### src/rtl/core/sorted_key_index_table_defines.svh
// Assertion macros shared by the sorted key index table modules.
`ifndef SORTED_KEY_INDEX_TABLE_DEFINES_SVH
`define SORTED_KEY_INDEX_TABLE_DEFINES_SVH

// The consequent must hold in the same cycle as the antecedent.
`define SKIT_ASSERT_SAME(label, clk, rst_n, ante, cons, msg) \
    label: assert property (@(posedge clk) disable iff (!rst_n) (ante) |-> (cons)) \
        else $error(msg);

// The consequent must hold in the cycle after the antecedent.
`define SKIT_ASSERT_NEXT(label, clk, rst_n, ante, cons, msg) \
    label: assert property (@(posedge clk) disable iff (!rst_n) (ante) |=> (cons)) \
        else $error(msg);

`endif

### src/rtl/core/skit_pkg.sv
// Package with the types, codes and sizes of the sorted key index table.
`default_nettype none

package skit_pkg;

    localparam int CAPACITY = 1024;
    localparam int ADDR_W   = $clog2(CAPACITY);
    localparam int CNT_W    = $clog2(CAPACITY + 1);
    localparam int KEY_W    = 32;
    localparam int DATA_W   = 32;
    localparam int POS_W    = 10;

    typedef enum logic [1:0] {
        OP_INSERT = 2'd0,
        OP_LOOKUP = 2'd1,
        OP_CLEAR  = 2'd2
    } op_t;

    typedef enum logic [1:0] {
        ST_DONE    = 2'd0,
        ST_MISSING = 2'd1,
        ST_FULL    = 2'd2
    } status_t;

    typedef enum logic [2:0] {
        S_IDLE,
        S_DISPATCH,
        S_INS_RD,
        S_INS_CMP,
        S_LK_RD,
        S_LK_CMP,
        S_FINISH
    } state_t;

    typedef struct packed {
        logic signed [KEY_W-1:0] key;
        logic [DATA_W-1:0]       payload;
    } entry_t;

    // Commands from the controller to the datapath.
    typedef struct packed {
        logic capture;
        logic ins_start;
        logic ins_read;
        logic ins_shift;
        logic ins_place;
        logic lk_start;
        logic lk_read;
        logic lk_lower;
        logic lk_upper;
        logic set_found;
        logic set_missing;
        logic set_full;
        logic clear;
        logic load_out;
    } cmd_t;

    // Status from the datapath to the controller.
    typedef struct packed {
        op_t  op;
        logic full;
        logic ins_at_zero;
        logic key_less;
        logic lk_empty;
        logic lk_hit;
        logic lk_probe_less;
        logic out_free;
    } stat_t;

endpackage

`default_nettype wire

### src/rtl/core/skit_ctrl.sv
// Controller state machine of the sorted key index table.
`default_nettype none
`include "sorted_key_index_table_defines.svh"

module skit_ctrl (
    input  wire logic           clk,
    input  wire logic           rst_n,
    input  wire logic           in_valid,
    output logic                in_stall,
    input  wire skit_pkg::stat_t stat,
    output skit_pkg::cmd_t      cmd
);

    skit_pkg::state_t state_reg;
    skit_pkg::state_t state_next;

    always_ff @(posedge clk or negedge rst_n)
    begin
        if (!rst_n)
        begin
            state_reg <= skit_pkg::S_IDLE;
        end
        else
        begin
            state_reg <= state_next;
        end
    end

    always_comb
    begin
        state_next = state_reg;
        cmd        = '0;
        in_stall   = (state_reg != skit_pkg::S_IDLE);
        unique case (state_reg)
            skit_pkg::S_IDLE:
            begin
                if (in_valid)
                begin
                    cmd.capture = 1'b1;
                    state_next  = skit_pkg::S_DISPATCH;
                end
            end
            skit_pkg::S_DISPATCH:
            begin
                unique case (stat.op)
                    skit_pkg::OP_INSERT:
                    begin
                        if (stat.full)
                        begin
                            cmd.set_full = 1'b1;
                            state_next   = skit_pkg::S_FINISH;
                        end
                        else
                        begin
                            cmd.ins_start = 1'b1;
                            state_next    = skit_pkg::S_INS_RD;
                        end
                    end
                    skit_pkg::OP_LOOKUP:
                    begin
                        cmd.lk_start = 1'b1;
                        state_next   = skit_pkg::S_LK_RD;
                    end
                    skit_pkg::OP_CLEAR:
                    begin
                        cmd.clear  = 1'b1;
                        state_next = skit_pkg::S_FINISH;
                    end
                    default:
                    begin
                        state_next = skit_pkg::S_FINISH;
                    end
                endcase
            end
            skit_pkg::S_INS_RD:
            begin
                if (stat.ins_at_zero)
                begin
                    cmd.ins_place = 1'b1;
                    state_next    = skit_pkg::S_FINISH;
                end
                else
                begin
                    cmd.ins_read = 1'b1;
                    state_next   = skit_pkg::S_INS_CMP;
                end
            end
            skit_pkg::S_INS_CMP:
            begin
                // A strictly larger stored key moves up one place; an equal key stays put.
                if (stat.key_less)
                begin
                    cmd.ins_shift = 1'b1;
                    state_next    = skit_pkg::S_INS_RD;
                end
                else
                begin
                    cmd.ins_place = 1'b1;
                    state_next    = skit_pkg::S_FINISH;
                end
            end
            skit_pkg::S_LK_RD:
            begin
                if (stat.lk_empty)
                begin
                    cmd.set_missing = 1'b1;
                    state_next      = skit_pkg::S_FINISH;
                end
                else
                begin
                    cmd.lk_read = 1'b1;
                    state_next  = skit_pkg::S_LK_CMP;
                end
            end
            skit_pkg::S_LK_CMP:
            begin
                if (stat.lk_hit)
                begin
                    cmd.set_found = 1'b1;
                    state_next    = skit_pkg::S_FINISH;
                end
                else
                begin
                    cmd.lk_lower = stat.lk_probe_less;
                    cmd.lk_upper = !stat.lk_probe_less;
                    state_next   = skit_pkg::S_LK_RD;
                end
            end
            skit_pkg::S_FINISH:
            begin
                if (stat.out_free)
                begin
                    cmd.load_out = 1'b1;
                    state_next   = skit_pkg::S_IDLE;
                end
            end
            default:
            begin
                state_next = skit_pkg::S_IDLE;
            end
        endcase
    end

    `SKIT_ASSERT_SAME(a_load_needs_room, clk, rst_n, cmd.load_out, stat.out_free,
        "result loaded while the output register is still occupied")
    `SKIT_ASSERT_SAME(a_one_write, clk, rst_n, 1'b1, $onehot0({cmd.ins_shift, cmd.ins_place}),
        "two table writes requested in one cycle")

endmodule

`default_nettype wire

### config.mk
export PLATFORM = sky130hd
export DESIGN_NAME = skit_ctrl
export DESIGN_NICKNAME = d
export VERILOG_FILES = /design/src/rtl/core/skit_pkg.sv /design/src/rtl/core/skit_ctrl.sv
export VERILOG_INCLUDE_DIRS = /design/src /design/src/rtl/core
export SDC_FILE = /design/constraint.sdc
export NUM_CORES = 1
export LEC_CHECK = 0
export BUFFER_PORTS_ARGS = -buffer_cell sky130_fd_sc_hd__buf_2
export CAP_MARGIN = 30
export CORE_AREA = 2 2 39 41
export DETAILED_ROUTE_END_ITERATION = 12
export DIE_AREA = 0 0 41 43
export PLACE_DENSITY = 0.65
export SYNTH_ARGS = -nofsm -noshare
export SYNTH_HDL_FRONTEND = slang
export SYNTH_SLANG_ARGS = --single-unit
export TNS_END_PERCENT = 50
### constraint.sdc
create_clock -name clk -period 1.46 [get_ports clk]
set_input_delay 0.073 -clock clk [delete_from_list [all_inputs] [get_ports clk]]
set_output_delay 0.073 -clock clk [all_outputs]
set_load 0.01 [all_outputs]
==> out/metrics.yaml <==
worst_pin_slew_ns: 0.199
maxSlewViolCount: 0
antenna_found_initial: 0
max_stage_delay_ns: 0.40
synthAdderAreaFrac: 0
switching_share: 0.407
fmax_ghz: 0.666
synth_seq_cells: 3
cp_slowest_cell: "dfrtp_2"
yosysWarnings: 0
reg2regPathDepth: 3
grt_pass1_wl_um: 1380
clk_pin_slew_worst_paths_ns: 0.04
violations: "negative setup slack"
synth.area.mux_share: 0.0290
p_clk_frac: 0.144
netSwitchingPower_w: 0.000427
relSlewSlack: 0.867
hold_viol_final: 0
cts_tree: "yes"
place_hpwl_um: 695
hold_path.class: "input pin to async pin"
grt_pass1_vias: 362
p_comb_frac: 0.662
area_growth_pct: 69.9
finalCritPeriodShare: 1.03
setup.worst_path.start_class: "flop"
setup_viol: 2
grt_max_degree: 9
yosys.area_share.simple: 0.536
routabilityCongestion: 0.676
synth-compound-area-share: 0.116
wirelength_um: 990
power_density_mw_per_mm2: 1790
ir_worst_vdd_mv: 0.553
rows: 14
cap_viol_max_count: 0
required_ns: 1.39
worst_clock_skew_ns: 0.00834
antennaDiodeCount: 0
post_drt_wl_per_cell_um: 10.4
cts_buffers: 3
p_leak_nw: 0.320
grt_overflow_total: 0
period_minus_slack_ns: 1.50
critPathCaptureType: "output pin"
cp.arrival_ns: 1.43
io_pins: 27
clock_latency_ns: 0.24
drt-initial-drc-count: 0
cts.path.max_buffers: 2
core_mm2: 0.00138
h-tree-depth: 1
tns_ns: -0.0610
synth_top_family_by_area: "simple AND/OR/NAND/NOR gates"
ys_types: 25
first_pass_iters: 1
die-width_um: 41
grt.total_usage: 0.118
syn_inst: 45
crit_chain: "nand2b_4, or3_4, nor3b_2, buf_2"
largest_reg_flops: 3
drive_gt1_frac: 0.608
die_height_um: 43
fin_ws_ns: -0.0411
cts.sinks: 3
port-buffer-count: 26
die_area_mm2: 0.00176
p_int_w: 0.000623
vias_per_cell: 4.60
syn_area_um2: 345
dp.cells: 86
yosys.area_share.xor_xnor: 0
syn_nets: 57
yosysSeqAreaShare: 0.217
nNetsFinal: 92
vias: 437
ant_nets: 0
path_class: "flop to output pin"
outcome: "finished with violations"
instances_no_fill: 95
start_util: 0.250
rsz0062_at_grt: "true"
p_seq_frac: 0.194
syn_area_per_cell_um2: 7.67
cts-root-buf: "clkbuf_4"
worstPathMaxFanout: 3
drc: 0
## cells in the final DEF (no fill, tap or decap), drive strengths merged
| cell | n |
|---|---|
| or3 | 2 |
| dfrtp | 3 |
| o31a | 1 |
| nand2b | 3 |
| or4 | 1 |
| nor3 | 5 |
| nor3b | 3 |
| mux2i | 1 |
| o21a | 1 |
| dlygate4sd3 | 1 |
| buf | 32 |
| o211a | 1 |
| nor2 | 7 |
| nand2 | 3 |
| and4 | 1 |
| a2bb2oi | 1 |
| and3b | 1 |
| nor2b | 2 |
| o21ai | 1 |
| clkbuf | 4 |
| inv | 3 |
| and3 | 2 |
## power by group through the flow
stage / sequential, W / combinational (W) / clock (W)
2_1_floorplan: 0.000147 / 0.000459 / 0
3_3_place_gp: 0.000224 / 0.000508 / 0
3_5_place_dp: 0.000226 / 0.000508 / 0
4_1_cts: 0.000199 / 0.000665 / 0.000156
5_1_grt: 0.000214 / 0.000764 / 0.000161
6_report: 0.000204 / 0.000695 / 0.000151
## routing by layer
layer,global-route usage,up-vias,wire (um)
met5,0,-,0
met4,0.0800,0,21
met3,0.0157,2,81
met2,0.175,24,452
met1,0.149,183,434
li1,-,228,-
## synth_stat cells
cell | number | area [um^2]
or3_1 | 2 | 12.5
and3_4 | 1 | 11.3
nor2_1 | 6 | 22.5
o21a_1 | 1 | 7.51
nor3_1 | 5 | 25.0
and3b_1 | 1 | 8.76
o31a_1 | 1 | 8.76
buf_2 | 1 | 5.00
o211a_1 | 1 | 10.0
and4_1 | 1 | 8.76
dfrtp_1 | 3 | 75.1
nor2b_1 | 1 | 6.26
nand2_1 | 3 | 11.3
and3_1 | 1 | 6.26
or4_4 | 1 | 11.3
mux2i_1 | 1 | 10.0
nor3b_1 | 3 | 22.5
a2bb2oi_1 | 1 | 8.76
nor2b_4 | 1 | 13.8
nand2b_1 | 3 | 18.8
buf_6 | 1 | 11.3
o21ai_0 | 1 | 5.00
nor2_2 | 1 | 6.26
buf_4 | 1 | 7.51
inv_1 | 3 | 11.3
## repair_timing
action | CTS | global route
setup endpoints to repair | 6 | 6
pin swaps | 1 | 0
hold endpoints to repair | 3 | 0
resized for setup | 6 | 3
hold buffers | 1 | 0
setup buffers | 4 | 0
## critical path: cells and delay by family, from the launching register on
family / cells / cell delay (ns)
flops: 1 / 0.40
buf+inv: 1 / 0.14
simple gates: 3 / 0.64
## through the flow
stage	hold slack [ns]	power, W	setup slack [ns]	instance area, um^2	util
global route	0.173	0.00114	-0.0948	587	0.424
finish	0.155	0.00105	-0.0411	587	0.424
global placement	-0.127	0.000732	0.0354	487	0.352
floorplan	-0.223	0.000606	0.0474	345	-
detailed placement	-0.126	0.000734	0.0446	487	0.352
CTS	0.160	0.00102	-0.0579	574	0.415
## area by class of cell
class / count / area (um^2)
Timing Repair Buffer: 33 / 185
Clock buffer: 4 / 26.3
Multi-Input combinational cell: 36 / 265
Fill cell: 153 / 797
Tap cell: 16 / 20.0
Inverter: 3 / 11.3
Sequential cell: 3 / 78.8
## kinds of logic (layout without fill, tap and decap cells)
family	after synthesis	in the layout
AND/OR/NAND/NOR	30	30
multiplexers	1	1
AO/OA/AOI/OAI	5	5
flip-flops	3	3
buffers and inverters	6	40
## worst paths after layout
check	start	end	slack, ns
setup / recovery	state_reg[1]$_DFFE_PN0P_	cmd[2]	-0.04
max in group asynchronous	rst_n	state_reg[0]$_DFFE_PN0P_	1.18
setup reg to reg	state_reg[2]$_DFFE_PN0P_	state_reg[1]$_DFFE_PN0P_	0.03
min in group clk	stat[5]	state_reg[0]$_DFFE_PN0P_	0.17
hold / removal	rst_n	state_reg[1]$_DFFE_PN0P_	0.16
hold reg to reg	state_reg[2]$_DFFE_PN0P_	state_reg[0]$_DFFE_PN0P_	0.66
(Power assumes the default switching activity.)
